File: src/rtl/core/gyro_heading_motor_controller_top_defines.svh
// Assertion macros for the gyro heading motor controller.
// Expects clk and rst_n in the scope where the macros are used.
`ifndef GYRO_HEADING_MOTOR_CONTROLLER_TOP_DEFINES_SVH
`define GYRO_HEADING_MOTOR_CONTROLLER_TOP_DEFINES_SVH

// same-cycle implication
`define GHMC_CHECK_NOW(name, ante, cons) \
    name: assert property (@(posedge clk) disable iff (!rst_n) (ante) |-> (cons)) \
        else $error("ghmc same-cycle check failed");

// next-cycle implication
`define GHMC_CHECK_NEXT(name, ante, cons) \
    name: assert property (@(posedge clk) disable iff (!rst_n) (ante) |=> (cons)) \
        else $error("ghmc next-cycle check failed");

`endif

File: src/rtl/core/ghmc_pkg.sv
// Shared types, codes and fixed-point constants for the heading controller.
// No dependencies; imported by every module of the block.
package ghmc_pkg;

    localparam int HEADING_FRAC_BITS = 16;
    localparam int STALL_INTERVAL_MS = 1000;
    localparam int SAMPLE_PERIOD_MS  = 5;
    localparam int ONE_Q             = 1 << HEADING_FRAC_BITS;

    localparam int HEAD_W = 26;   // signed heading, |h| <= 360 deg
    localparam int INC_W  = 22;   // signed per-tick increment
    localparam int ERR_W  = 28;   // signed heading error
    localparam int MAG_W  = 26;   // error magnitude
    localparam int TERM_W = 24;   // clamped drive term magnitude
    localparam int SUM_W  = 26;   // signed duty sum

    // inc = round(|d| * 5 * 2^16 / 16000) = floor((512*|d| + 12) / 25)
    localparam int INC_MUL   = SAMPLE_PERIOD_MS * ONE_Q / 640;
    localparam int INC_BIAS  = 12;
    localparam int INC_DIV   = 25;
    localparam int INC_SHIFT = 30;
    localparam logic [25:0] INC_RECIP = 26'(((1 << INC_SHIFT) + INC_DIV - 1) / INC_DIV);

    // term = floor(|err| * 85 / 24); /24 done as >>3 then reciprocal of 3
    localparam int DIV3_SHIFT = 26;
    localparam logic [24:0] DIV3_RECIP = 25'(((1 << DIV3_SHIFT) + 2) / 3);

    localparam logic signed [HEAD_W:0] FULL_TURN_Q = (HEAD_W+1)'(360 * ONE_Q);
    localparam logic [HEAD_W:0]        STALL_MIN_Q = (HEAD_W+1)'(5 * ONE_Q);
    localparam logic [MAG_W+2:0]       ON_TARGET_Q = (MAG_W+3)'(ONE_Q);

    localparam logic [TERM_W-1:0] STR_LO_Q  = TERM_W'(10 * ONE_Q);
    localparam logic [TERM_W-1:0] STR_HI_Q  = TERM_W'(160 * ONE_Q);
    localparam logic [TERM_W-1:0] TURN_LO_Q = TERM_W'(80 * ONE_Q);
    localparam logic [TERM_W-1:0] TURN_HI_Q = TERM_W'(120 * ONE_Q);
    localparam logic [32:0] STR_LO_V  = 33'(10 * ONE_Q * 24);
    localparam logic [32:0] STR_HI_V  = 33'((160 * ONE_Q + 1) * 24);
    localparam logic [32:0] TURN_LO_V = 33'(80 * ONE_Q * 24);
    localparam logic [32:0] TURN_HI_V = 33'((120 * ONE_Q + 1) * 24);

    localparam logic [1:0] OP_TICK  = 2'd0;
    localparam logic [1:0] OP_START = 2'd1;
    localparam logic [1:0] OP_STOP  = 2'd2;

    localparam logic [2:0] CAUSE_NONE    = 3'd0;
    localparam logic [2:0] CAUSE_TIMEOUT = 3'd1;
    localparam logic [2:0] CAUSE_TARGET  = 3'd2;
    localparam logic [2:0] CAUSE_STALL   = 3'd3;
    localparam logic [2:0] CAUSE_CMD     = 3'd4;

    localparam logic [2:0] REG_MOTION_MODE  = 3'd0;
    localparam logic [2:0] REG_DRIVE_FWD    = 3'd1;
    localparam logic [2:0] REG_BASE_SPEED   = 3'd2;
    localparam logic [2:0] REG_DURATION     = 3'd3;
    localparam logic [2:0] REG_TARGET_ANGLE = 3'd4;
    localparam logic [2:0] REG_GYRO_BIAS    = 3'd5;

    typedef enum logic [1:0] {
        MODE_OFF      = 2'd0,
        MODE_STRAIGHT = 2'd1,
        MODE_TURN     = 2'd2
    } mode_t;

    typedef enum logic [1:0] {
        DRV_NONE     = 2'd0,
        DRV_STRAIGHT = 2'd1,
        DRV_TURN     = 2'd2
    } drv_kind_t;

    typedef struct packed {
        logic [1:0]         op;
        logic signed [15:0] gyro_rate;
        logic [31:0]        now_ms;
    } req_t;

    typedef struct packed {
        logic [7:0] left_duty;
        logic       left_reverse;
        logic [7:0] right_duty;
        logic       right_reverse;
        logic       running;
        logic [2:0] stop_cause;
    } rsp_t;

    typedef struct packed {
        logic               motion_mode;
        logic               drive_forward;
        logic [7:0]         base_speed;
        logic [31:0]        move_duration_ms;
        logic signed [13:0] target_angle;
        logic signed [15:0] gyro_bias;
    } cfg_t;

    typedef struct packed {
        logic [1:0]              op;
        logic [31:0]             now_ms;
        logic signed [INC_W-1:0] inc;
    } stg1_t;

    typedef struct packed {
        drv_kind_t        kind;
        logic             running;
        logic [2:0]       stop_cause;
        logic [MAG_W-1:0] err_mag;
        logic             err_pos;
    } trk_t;

    function automatic logic [7:0] sat_duty(input logic signed [SUM_W-1:0] v);
        logic [7:0] d;
        if (v[SUM_W-1])
        begin
            d = 8'd0;
        end
        else if (v[SUM_W-2])
        begin
            d = 8'd255;
        end
        else
        begin
            d = v[HEADING_FRAC_BITS +: 8];
        end
        return d;
    endfunction

endpackage

File: src/rtl/core/ghmc_track.sv
// Motion state tracker: heading integration, wrap, timeout, target and stall checks.
// Depends on ghmc_pkg. Updates its state once per request moving into stage 2.
module ghmc_track (
    input  logic           clk,
    input  logic           rst_n,
    input  logic           upd,
    input  ghmc_pkg::stg1_t s1,
    input  ghmc_pkg::cfg_t  cfg,
    output ghmc_pkg::trk_t  trk
);
    import ghmc_pkg::*;

    mode_t                    mode_reg, mode_next;
    logic signed [HEAD_W-1:0] heading_reg, heading_next;
    logic [31:0]              start_reg, start_next;
    logic [31:0]              chk_time_reg, chk_time_next;
    logic signed [HEAD_W-1:0] chk_head_reg, chk_head_next;

    logic signed [HEAD_W:0]   h_sum;
    logic signed [HEAD_W:0]   h_wrap;
    logic signed [HEAD_W-1:0] h_new;
    logic signed [ERR_W-1:0]  str_err;
    logic signed [ERR_W-1:0]  turn_err;
    logic signed [ERR_W-1:0]  turn_mag_s;
    logic [MAG_W-1:0]         turn_mag;
    logic                     on_target;
    logic [31:0]              run_time;
    logic [31:0]              chk_time;
    logic                     chk_due;
    logic signed [HEAD_W:0]   dh;
    logic [HEAD_W:0]          dh_mag;
    logic                     slow;
    logic signed [ERR_W-1:0]  err_sel;
    logic signed [ERR_W-1:0]  err_abs;
    logic [2:0]               cause;
    drv_kind_t                kind;

    always_comb
    begin
        h_sum = (HEAD_W+1)'(heading_reg) + (HEAD_W+1)'(s1.inc);
        if (h_sum > FULL_TURN_Q)
        begin
            h_wrap = h_sum - FULL_TURN_Q;
        end
        else if (h_sum < -FULL_TURN_Q)
        begin
            h_wrap = h_sum + FULL_TURN_Q;
        end
        else
        begin
            h_wrap = h_sum;
        end
        h_new = h_wrap[HEAD_W-1:0];

        str_err    = -ERR_W'(h_new);
        turn_err   = ERR_W'($signed({cfg.target_angle, (HEADING_FRAC_BITS-4)'(0)}))
                   - ERR_W'(h_new);
        turn_mag_s = turn_err[ERR_W-1] ? -turn_err : turn_err;
        turn_mag   = turn_mag_s[MAG_W-1:0];
        on_target  = ((MAG_W+3)'(turn_mag) * (MAG_W+3)'(5)) <= ON_TARGET_Q;

        run_time = s1.now_ms - start_reg;
        chk_time = s1.now_ms - chk_time_reg;
        chk_due  = chk_time > 32'(STALL_INTERVAL_MS);
        dh       = (HEAD_W+1)'(h_new) - (HEAD_W+1)'(chk_head_reg);
        dh_mag   = dh[HEAD_W] ? (HEAD_W+1)'(-dh) : (HEAD_W+1)'(dh);
        slow     = dh_mag < STALL_MIN_Q;
    end

    always_comb
    begin
        mode_next     = mode_reg;
        heading_next  = heading_reg;
        start_next    = start_reg;
        chk_time_next = chk_time_reg;
        chk_head_next = chk_head_reg;
        cause         = CAUSE_NONE;
        kind          = DRV_NONE;
        err_sel       = '0;

        priority if (s1.op == OP_START)
        begin
            heading_next  = '0;
            mode_next     = cfg.motion_mode ? MODE_TURN : MODE_STRAIGHT;
            start_next    = s1.now_ms;
            chk_time_next = s1.now_ms;
            chk_head_next = '0;
        end
        else if (s1.op == OP_STOP)
        begin
            mode_next = MODE_OFF;
            cause     = CAUSE_CMD;
        end
        else if (mode_reg == MODE_STRAIGHT)
        begin
            heading_next = h_new;
            if (run_time > cfg.move_duration_ms)
            begin
                mode_next = MODE_OFF;
                cause     = CAUSE_TIMEOUT;
            end
            else
            begin
                kind    = DRV_STRAIGHT;
                err_sel = str_err;
            end
        end
        else if (mode_reg == MODE_TURN)
        begin
            heading_next = h_new;
            kind         = DRV_TURN;
            err_sel      = turn_err;
            if (on_target)
            begin
                mode_next = MODE_OFF;
                cause     = CAUSE_TARGET;
            end
            if (chk_due)
            begin
                if (slow && (cause == CAUSE_NONE))
                begin
                    mode_next = MODE_OFF;
                    cause     = CAUSE_STALL;
                end
                chk_head_next = h_new;
                chk_time_next = s1.now_ms;
            end
        end
        else
        begin
            // idle tick: nothing moves
        end

        if (mode_next == MODE_OFF)
        begin
            kind = DRV_NONE;
        end

        err_abs        = err_sel[ERR_W-1] ? -err_sel : err_sel;
        trk.kind       = kind;
        trk.running    = (mode_next != MODE_OFF);
        trk.stop_cause = cause;
        trk.err_mag    = err_abs[MAG_W-1:0];
        trk.err_pos    = !err_sel[ERR_W-1] && (err_sel != '0);
    end

    always_ff @(posedge clk or negedge rst_n)
    begin
        if (!rst_n)
        begin
            mode_reg     <= MODE_OFF;
            heading_reg  <= '0;
            start_reg    <= '0;
            chk_time_reg <= '0;
            chk_head_reg <= '0;
        end
        else if (upd)
        begin
            mode_reg     <= mode_next;
            heading_reg  <= heading_next;
            start_reg    <= start_next;
            chk_time_reg <= chk_time_next;
            chk_head_reg <= chk_head_next;
        end
    end

endmodule

File: src/rtl/core/ghmc_drive.sv
// Drive term and wheel mix: gain, magnitude clamp and duty saturation.
// Depends on ghmc_pkg. One internal register between the gain and divide steps.
module ghmc_drive (
    input  logic           clk,
    input  logic           load,
    input  ghmc_pkg::trk_t  trk,
    input  ghmc_pkg::cfg_t  cfg,
    output ghmc_pkg::rsp_t  rsp
);
    import ghmc_pkg::*;

    drv_kind_t   kind_reg;
    logic        running_reg;
    logic [2:0]  cause_reg;
    logic        pos_reg;
    logic        below_reg;
    logic        above_reg;
    logic [27:0] gain_reg;

    logic [32:0]             gain;
    logic [32:0]             lo_v;
    logic [32:0]             hi_v;
    logic [24:0]             gain_div8;
    logic [49:0]             div_prod;
    logic [TERM_W-1:0]       quot;
    logic [TERM_W-1:0]       lo_q;
    logic [TERM_W-1:0]       hi_q;
    logic [TERM_W-1:0]       term;
    logic signed [SUM_W-1:0] speed;
    logic signed [SUM_W-1:0] sum_plus;
    logic signed [SUM_W-1:0] sum_minus;
    logic [7:0]              duty_base;
    logic [7:0]              duty_plus;
    logic [7:0]              duty_minus;

    always_comb
    begin
        gain = 33'(trk.err_mag) * 33'(85);
        lo_v = (trk.kind == DRV_TURN) ? TURN_LO_V : STR_LO_V;
        hi_v = (trk.kind == DRV_TURN) ? TURN_HI_V : STR_HI_V;
    end

    always_ff @(posedge clk)
    begin
        if (load)
        begin
            kind_reg    <= trk.kind;
            running_reg <= trk.running;
            cause_reg   <= trk.stop_cause;
            pos_reg     <= trk.err_pos;
            below_reg   <= gain < lo_v;
            above_reg   <= gain >= hi_v;
            gain_reg    <= gain[27:0];
        end
    end

    always_comb
    begin
        gain_div8 = gain_reg[27:3];
        div_prod  = 50'(gain_div8) * 50'(DIV3_RECIP);
        quot      = div_prod[DIV3_SHIFT +: TERM_W];
        lo_q      = (kind_reg == DRV_TURN) ? TURN_LO_Q : STR_LO_Q;
        hi_q      = (kind_reg == DRV_TURN) ? TURN_HI_Q : STR_HI_Q;
        priority if (below_reg)
        begin
            term = lo_q;
        end
        else if (above_reg)
        begin
            term = hi_q;
        end
        else
        begin
            term = quot;
        end

        speed      = SUM_W'({cfg.base_speed, HEADING_FRAC_BITS'(0)});
        sum_plus   = speed + SUM_W'(term);
        sum_minus  = speed - SUM_W'(term);
        duty_base  = sat_duty(speed);
        duty_plus  = sat_duty(sum_plus);
        duty_minus = sat_duty(sum_minus);

        rsp.running    = running_reg;
        rsp.stop_cause = cause_reg;
        unique case (kind_reg)
            DRV_STRAIGHT:
            begin
                if (cfg.drive_forward)
                begin
                    rsp.left_duty     = pos_reg ? duty_minus : duty_plus;
                    rsp.right_duty    = pos_reg ? duty_plus : duty_minus;
                    rsp.left_reverse  = 1'b1;
                    rsp.right_reverse = 1'b0;
                end
                else
                begin
                    rsp.left_duty     = pos_reg ? duty_plus : duty_base;
                    rsp.right_duty    = pos_reg ? duty_base : duty_plus;
                    rsp.left_reverse  = 1'b0;
                    rsp.right_reverse = 1'b1;
                end
            end
            DRV_TURN:
            begin
                rsp.left_duty     = term[HEADING_FRAC_BITS +: 8];
                rsp.right_duty    = term[HEADING_FRAC_BITS +: 8];
                rsp.left_reverse  = !pos_reg;
                rsp.right_reverse = !pos_reg;
            end
            default:
            begin
                rsp.left_duty     = 8'd0;
                rsp.right_duty    = 8'd0;
                rsp.left_reverse  = 1'b0;
                rsp.right_reverse = 1'b0;
            end
        endcase
    end

endmodule

File: src/rtl/core/gyro_heading_motor_controller_top.sv
// Gyro heading motor controller: top level with config port and request pipeline.
// Depends on ghmc_pkg, ghmc_track, ghmc_drive and the _defines.svh macros.
//
// Usage:
//  - Requests (req) enter on req_valid/req_stall: op tick, start or stop, with the
//    gyro rate and millisecond time stamp. Accepted when req_valid && !req_stall.
//  - One response (rsp) per request on rsp_valid/rsp_stall, in order.
//  - Requests pass through four register stages (the first loaded at accept):
//    rate scaling, state update, gain, then divide/clamp/mix into the output
//    register, which drives rsp_valid.
//  - Throughput is one request per cycle while rsp_stall is low; the heading/mode
//    state loop closes in a single stage, so back-to-back ticks need no spacing.
//  - When rsp_stall holds, the four stages fill one by one; req_stall rises
//    only once every stage holds a request.
//  - Write registers over the APB-style port only while no request is in flight
//    (not enforced by the block); pready is tied high, reads return the stored value.
//  - Reset clears motion state (off, heading zero) and loads register defaults
//    (drive_forward 1, all else 0); the pipeline comes up empty.
module gyro_heading_motor_controller_top (
    input  logic             clk,
    input  logic             rst_n,
    input  logic             psel,
    input  logic             penable,
    input  logic             pwrite,
    input  logic [4:0]       paddr,
    input  logic [31:0]      pwdata,
    output logic [31:0]      prdata,
    output logic             pready,
    input  logic             req_valid,
    output logic             req_stall,
    input  ghmc_pkg::req_t   req,
    output logic             rsp_valid,
    input  logic             rsp_stall,
    output ghmc_pkg::rsp_t   rsp
);
    import ghmc_pkg::*;

    `include "gyro_heading_motor_controller_top_defines.svh"

    cfg_t  cfg_reg;
    logic  v1_reg;
    logic  v2_reg;
    logic  v3_reg;
    logic  v4_reg;
    stg1_t s1_reg;
    trk_t  s2_reg;
    rsp_t  rsp_reg;

    logic [2:0]           reg_idx;
    logic                 cfg_wr;
    logic                 rdy1;
    logic                 rdy2;
    logic                 rdy3;
    logic                 rdy4;
    logic                 accept;
    logic signed [16:0]   rate_diff;
    logic signed [16:0]   rate_neg;
    logic [15:0]          rate_mag;
    logic [24:0]          scaled;
    logic [50:0]          inc_prod;
    logic [INC_W-2:0]     inc_mag;
    stg1_t                s1_next;
    trk_t                 trk;
    rsp_t                 mix;
    logic                 rsp_quiet;

    // config port
    assign pready  = 1'b1;
    assign reg_idx = paddr[4:2];
    assign cfg_wr  = psel && penable && pwrite;

    always_comb
    begin
        unique case (reg_idx)
            REG_MOTION_MODE:  prdata = {31'b0, cfg_reg.motion_mode};
            REG_DRIVE_FWD:    prdata = {31'b0, cfg_reg.drive_forward};
            REG_BASE_SPEED:   prdata = {24'b0, cfg_reg.base_speed};
            REG_DURATION:     prdata = cfg_reg.move_duration_ms;
            REG_TARGET_ANGLE: prdata = {18'b0, cfg_reg.target_angle};
            REG_GYRO_BIAS:    prdata = {16'b0, cfg_reg.gyro_bias};
            default:          prdata = 32'b0;
        endcase
    end

    always_ff @(posedge clk or negedge rst_n)
    begin
        if (!rst_n)
        begin
            cfg_reg.motion_mode      <= 1'b0;
            cfg_reg.drive_forward    <= 1'b1;
            cfg_reg.base_speed       <= '0;
            cfg_reg.move_duration_ms <= '0;
            cfg_reg.target_angle     <= '0;
            cfg_reg.gyro_bias        <= '0;
        end
        else if (cfg_wr)
        begin
            unique case (reg_idx)
                REG_MOTION_MODE:  cfg_reg.motion_mode      <= pwdata[0];
                REG_DRIVE_FWD:    cfg_reg.drive_forward    <= pwdata[0];
                REG_BASE_SPEED:   cfg_reg.base_speed       <= pwdata[7:0];
                REG_DURATION:     cfg_reg.move_duration_ms <= pwdata;
                REG_TARGET_ANGLE: cfg_reg.target_angle     <= pwdata[13:0];
                REG_GYRO_BIAS:    cfg_reg.gyro_bias        <= pwdata[15:0];
                default:          ;
            endcase
        end
    end

    // pipeline flow
    assign rdy4      = !v4_reg || !rsp_stall;
    assign rdy3      = !v3_reg || rdy4;
    assign rdy2      = !v2_reg || rdy3;
    assign rdy1      = !v1_reg || rdy2;
    assign req_stall = !rdy1;
    assign accept    = req_valid && rdy1;
    assign rsp_valid = v4_reg;
    assign rsp       = rsp_reg;

    always_ff @(posedge clk or negedge rst_n)
    begin
        if (!rst_n)
        begin
            v1_reg <= 1'b0;
            v2_reg <= 1'b0;
            v3_reg <= 1'b0;
            v4_reg <= 1'b0;
        end
        else
        begin
            if (rdy1)
            begin
                v1_reg <= req_valid;
            end
            if (rdy2)
            begin
                v2_reg <= v1_reg;
            end
            if (rdy3)
            begin
                v3_reg <= v2_reg;
            end
            if (rdy4)
            begin
                v4_reg <= v3_reg;
            end
        end
    end

    // stage 1: bias-corrected rate to rounded heading increment
    always_comb
    begin
        rate_diff = 17'({req.gyro_rate[15], req.gyro_rate})
                  - 17'({cfg_reg.gyro_bias[15], cfg_reg.gyro_bias});
        rate_neg  = -rate_diff;
        rate_mag  = rate_diff[16] ? rate_neg[15:0] : rate_diff[15:0];
        scaled    = 25'(rate_mag) * 25'(INC_MUL) + 25'(INC_BIAS);
        inc_prod  = 51'(scaled) * 51'(INC_RECIP);
        inc_mag   = inc_prod[INC_SHIFT +: INC_W-1];
        s1_next.op     = req.op;
        s1_next.now_ms = req.now_ms;
        s1_next.inc    = rate_diff[16] ? -INC_W'(inc_mag) : INC_W'(inc_mag);
    end

    always_ff @(posedge clk)
    begin
        if (accept)
        begin
            s1_reg <= s1_next;
        end
        if (v1_reg && rdy2)
        begin
            s2_reg <= trk;
        end
        if (v3_reg && rdy4)
        begin
            rsp_reg <= mix;
        end
    end

    // stage 2: motion state
    ghmc_track u_track (
        .clk   (clk),
        .rst_n (rst_n),
        .upd   (v1_reg && rdy2),
        .s1    (s1_reg),
        .cfg   (cfg_reg),
        .trk   (trk)
    );

    // stages 3 and 4: drive term and wheel mix
    ghmc_drive u_drive (
        .clk  (clk),
        .load (v2_reg && rdy3),
        .trk  (s2_reg),
        .cfg  (cfg_reg),
        .rsp  (mix)
    );

    assign rsp_quiet = !rsp.running && (rsp.left_duty == 8'd0) && (rsp.right_duty == 8'd0);

    `GHMC_CHECK_NOW(a_stall_full, req_stall, (v1_reg && v2_reg && v3_reg && v4_reg))
    `GHMC_CHECK_NEXT(a_accept_fills, accept, v1_reg)
    `GHMC_CHECK_NOW(a_stop_idle, (rsp_valid && (rsp.stop_cause != CAUSE_NONE)), rsp_quiet)

endmodule

File: config.mk
export PLATFORM = sky130hd
export DESIGN_NAME = gyro_heading_motor_controller_top
export DESIGN_NICKNAME = d
export VERILOG_FILES = /design/src/rtl/core/ghmc_pkg.sv /design/src/rtl/core/ghmc_track.sv /design/src/rtl/core/ghmc_drive.sv /design/src/rtl/core/gyro_heading_motor_controller_top.sv
export VERILOG_INCLUDE_DIRS = /design/src /design/src/rtl/core
export SDC_FILE = /design/constraint.sdc
export NUM_CORES = 2
export LEC_CHECK = 0
export ABC_AREA = 1
export BUFFER_PORTS_ARGS = -buffer_cell sky130_fd_sc_hd__buf_2
export CELL_PAD_IN_SITES_DETAIL_PLACEMENT = 0
export CELL_PAD_IN_SITES_GLOBAL_PLACEMENT = 2
export CORE_MARGIN = 2
export CORE_UTILIZATION = 35
export DETAILED_ROUTE_END_ITERATION = 16
export PLACE_DENSITY_LB_ADDON = 0.1
export SLEW_MARGIN = 10
export SYNTH_ARGS = -nofsm -noshare
export SYNTH_HDL_FRONTEND = slang
export SYNTH_SLANG_ARGS = --single-unit
File: constraint.sdc
create_clock -name clk -period 23.6 [get_ports clk]
set_input_delay 5.9 -clock clk [delete_from_list [all_inputs] [get_ports clk]]
set_output_delay 5.9 -clock clk [all_outputs]
set_load 0.01 [all_outputs]
== Word level (Yosys, flattened, before mapping) ==
Cells that the tools add are included.
Word-level totals
  word-level logic and storage cells: 186
  memories: 0
  input port bits: 94
  bits in read-only memories: 0
  flip-flop bits (word level): 342
  memory bits (writable): 0
  output and inout port bits: 57
  bits in latches: 0
Operators by class
  equal/unequal tests: 14
  divide/modulo/power cells: 0
  reductions and logical operators: 39
  magnitude comparators: 8
  add/sub/neg operators: 17
  multiply operators: 4
  bitwise gates (word level): 0
  shift operators: 0
  multiplexer cells: 66
Operators by type and width (number)
  2-to-1 mux 26 bit: 13
  one-hot mux 32 bit (6 select lines): 1
  2-to-1 mux 32 bit: 5
  2-to-1 mux 28 bit: 5
  2-to-1 mux 27 bit: 3
  2-to-1 mux 24 bit: 3
  2-to-1 mux 8 bit: 8
  subtractor 32 bit: 2
  subtractor 26 x 26 -> 27 bit: 2
  negator 26 bit: 2
  multiplier 25 x 26 -> 51 bit (second input constant): 1
  multiplier 25 x 24 -> 49 bit (second input constant): 1
  one-hot mux 18 bit (2 select lines): 1
  >= comparator 33 bit: 1
  < comparator 33 bit: 1
  multiplier 26 x 7 -> 33 bit (second input constant): 1
  greater-than comparator 32 x 10 -> 1 bit (second input constant): 1
  greater-than comparator 32 bit: 1
  <= comparator 29 x 17 -> 1 bit (second input constant): 1
  multiplier 26 x 3 -> 29 bit (second input constant): 1
  negator 26 -> 28 bit: 1
  nonzero test 28 bit: 1
  adder 26 x 22 -> 27 bit: 1
  greater-than comparator 27 x 26 -> 1 bit (second input constant): 1
  other kinds (36): 90

== Longest topological paths before layout ==
  depth after elaboration: 24
  depth in mapped cells: 63
  gate-level depth less buffers: 61

== Hierarchy ==
A second synthesis with hierarchy kept.
Second synthesis, totals
  cell total of the unflattened synthesis: 6913
  area, all modules: 51927.3 um^2
Modules (own cells, without submodules)
  ghmc_drive: times used 1, area an instance 19050.8 um^2, sequential area each 1021.0 um^2, cells an instance 2468
  ghmc_track: times used 1, area an instance 16582.2 um^2, sequential area each 2952.8 um^2, cells an instance 2668
  gyro_heading_motor_controller_top: times used 1, area an instance 16294.4 um^2, sequential area each 5236.3 um^2, cells an instance 1777

== Worst setup path after synthesis ==
Ideal clock, no wire load.
  path type: input-to-reg
  from: input port req[34] (netlist bit)
  to: register s1_reg[16] (netlist bit) (data pin)
  data arrival time: 14.324 ns
  buffers on the path: 0
  cell stages on the path: 42
  data required time: 23.341 ns
  setup time: 0.259 ns
  path slack: 9.018 ns
  path through: ha_1 a21oi_1 inv_1 a31oi_1 inv_1 a21oi_1 o21bai_1 a21o_1 a21oi_1 o31ai_1 nand2_1 inv_1 o21ai_0 nand2_1 a21oi_1 o21bai_1 xor2_1 nand4_1 (+6 left out) fa_1 inv_1 fa_1 fa_1 fa_1 ha_1 ha_1 nand2_1 inv_1 a21oi_1 o21ai_0 a221oi_1 nand2_1 xor2_1 nand3_1 o21ai_0 nand2_1 xnor2_1
RTL lines
  start, declared: line gyro_heading_motor_controller_top.sv:31  | input ghmc_pkg::req_t req,
  end signal, assigned: line gyro_heading_motor_controller_top.sv:169  | s1_reg <= s1_next;
  end, declared: line gyro_heading_motor_controller_top.sv:45  | stg1_t s1_reg;

==> reports/qor.csv <==
metric;value;unit
Final ANT Viol Nets;0;
time the final worst path needs with I/O delays and setup;15.92;ns
Die Span Y;380;um
Worst Path Arrival;16.29;ns
share of the clock period used by the worst path;0.675;
DRT iter0 DRCs;2113;
Placeable Area;140000;um2
total routing resource utilization after global routing;0.213;
max-capacitance violation count;0;
Cell Area, Synth;49400;um2
register bit total from synthesis;339;
primary flip-flop cell chosen by synthesis mapping;dfrtp_1;
number of nets in the layout;7786;
first element of the critical path;req[34];
top fanout value on the critical path;6;
final hold violation count;0;
maximum number of pins on one net before global-route repair;80;
total negative slack;0;ns
setup repair after global routing missed its margin;no;
setup slack of the critical path after layout;7.68;ns
Post-Route Skew;0.0374;ns
number of top-level pins;151;
CP Class;in2reg;
sink count of the clock tree;339;
layout cell share with drive strength beyond 1;0.0542;
number of buffers inserted by hold repair at cts;0;
ys async rst share;0.572;
maximum count of clock buffers along a single path;3;
relative max-transition margin;0.189;
Non-Filler Cell Area, Final;53900;um2
insertion delay of the later-clocked pin in the worst-skew pair;0.64;ns
DR WL/cell;18.4;um
clock transition at the registers of the reported paths;0.06;ns
routed vias;40100;
via count of the first global-routing pass;41000;
slowest stage cell, crit path;xor2_1;
fraction of the yosys area taken by sequential cells;0.187;
worst slack at placement;6.88;ns
total setup buffers inserted after CTS;0;
TritonCTS clock tree;yes;
final count of pins violating max slew;0;
kind of start point of the critical path;input pin;
input/output buffers;147;
half-perimeter wire length of the detailed placement result;134000;um
required time of the critical path;23.97;ns
Largest register FFs;72;
Ys Warns;0;
CTS buffer count;45;
Critical Path Sink Type;flip-flop;
number of placement rows;137;
master cell of the clock root buffer;clkbuf_16;
first-pass detailed-route iteration total;5;
Mapped Nets;7634;
area growth from synthesis to layout;9.30;%
Resized cells post-CTS;0;
class of the tightest hold or removal check;reg2reg;
RR Startpoint;cfg_reg[2];
slowest cell delay on critical path;0.59;ns
upper clock frequency limit;0.0628;GHz
Min Hold Slack;0.417;ns
overall die width;380;um
antenna violations before repair;5;
number of H-tree levels;2;
cell count after synthesis;6326;
measured slew at the worst slew-check pin;1.21;ns
DR vias/cell;4.78;
mean post-synth cell area;7.80;um2
remaining design rule violation count;0;
outcome;finished clean;
final setup violating endpoints;0;
Initial Util;0.353;
count of unique library cells instantiated by Yosys;69;
source of the worst hold timing path;u_drive.cause_reg[1];
global-route wire length before repair;240000;um
number of synthesized flops with an enable pin;145;
wire length after detailed routing;154000;um
floorplan die area;144000;um2
Congestion Overflow GR;0;
area post-placement;52400;um2
weighted congestion at the end of routability-driven global placement;0.881;
==> worst paths after layout <==
kind	end	slack [ns]	cells past startpoint
min in group asynchronous	u_track.chk_time_reg[21]	5.24	1
setup reg to reg	s1_reg[16]	12.59	44
max in group asynchronous	rsp_valid	16.14	3
hold reg to reg	rsp[1]	0.42	0
hold / removal	rsp[1]	0.42	0
setup / recovery	s1_reg[16]	7.68	44
==> cell type report <==
cell class / count / area (um2)
Tap cell: 1876 / 2350
Timing Repair Buffer: 174 / 948
Clock buffer: 54 / 1200
Antenna cell: 2 / 5.00
Fill cell: 14800 / 85800
Inverter: 1435 / 5390
Sequential cell: 339 / 9210
Multi-Input combinational cell: 4483 / 34500
Clock inverter: 29 / 344
==> cell usage after synthesis (all sizes together) (11+ instances only) <==
cell,n,share of area
nand4,63,0.0081
ha,804,0.20
nand2,1251,0.097
o221ai,13,0.0023
dfrtp,193,0.098
o21bai,25,0.0038
or2,20,0.0025
o21a,16,0.0024
a21boi,11,0.0017
xor2,175,0.031
edfxtp,145,0.088
o21ai,321,0.033
clkbuf,58,0.0046
nand3,219,0.023
a211oi,14,0.0021
xnor2,80,0.014
inv,1432,0.11
nor3,58,0.0059
fa,410,0.17
a21o,17,0.0026
o211ai,25,0.0038
buf,11,0.0015
nor2,438,0.034
a31oi,33,0.0042
nand3b,20,0.0034
nor4,20,0.0025
a21oi,377,0.038
==> kinds of logic (layout without fill, tap and decap cells) <==
kind of cell	after synthesis	after routing	synth area share
AO/OA/AOI/OAI	902	902	0.102
AND/OR/NAND/NOR	2111	2111	0.180
adder cells (fa/ha/maj)	1214	1214	0.370
XOR/XNOR	255	255	0.0453
flip-flops	339	339	0.187
other	1	3	0.0000760
buffers and inverters	1504	1692	0.115
==> worst max-delay path: cells and delay by family <==
kind,cells,cell delay (ns)
AND/OR/NAND/NOR,7,0.72
XOR/XNOR,4,1.40
AO/OA/AOI/OAI,16,3.46
buffers and inverters,8,0.83
adder cells (fa/ha/maj),9,3.98
==> per-layer routing <==
metal | global-route usage | vias up | wire (um)
met3 | 0.0202 | 134 | 4240
met4 | 0.0477 | 6 | 3750
li1 | - | 20400 | -
met5 | 0 | - | 37
met2 | 0.368 | 469 | 74000
met1 | 0.288 | 19000 | 72300
==> layout by cell type (no fill, tap or decap), types with 8 or more instances in the layout <==
cell / Yosys / final
inv_1: 1423 / 1423
nand2_1: 1213 / 1211
ha_1: 804 / 804
nor2_1: 422 / 419
fa_1: 410 / 410
a21oi_1: 376 / 375
o21ai_0: 311 / 311
nand3_1: 210 / 209
dfrtp_1: 193 / 193
xor2_1: 175 / 175
buf_2: 4 / 146
edfxtp_1: 145 / 145
xnor2_1: 80 / 80
nand4_1: 62 / 62
nor3_1: 58 / 58
clkbuf_16: 0 / 46
nand2_2: 34 / 35
a31oi_1: 33 / 33
buf_4: 2 / 27
o21bai_1: 25 / 25
o211ai_1: 25 / 25
nor4_1: 20 / 19
nand3b_1: 18 / 18
or2_2: 17 / 17
a21o_1: 17 / 17
o21a_1: 16 / 16
nor2_2: 14 / 15
a211oi_1: 14 / 14
o221ai_1: 13 / 13
nand3_2: 9 / 10
and2_1: 10 / 10
a21boi_0: 10 / 10
o31ai_1: 10 / 10
o21ai_1: 9 / 9
o22ai_1: 8 / 8
==> stage by stage <==
step	utilization	cells
2_1_floorplan	-	6326
3_3_place_gp	0.375	8307
3_5_place_dp	0.375	8307
4_1_cts	0.386	8390
5_1_grt	0.386	8390
6_report	0.386	8392
Power is not shown: default switching activity piles up to over one toggle a cycle in this logic, so the estimate is an artifact.
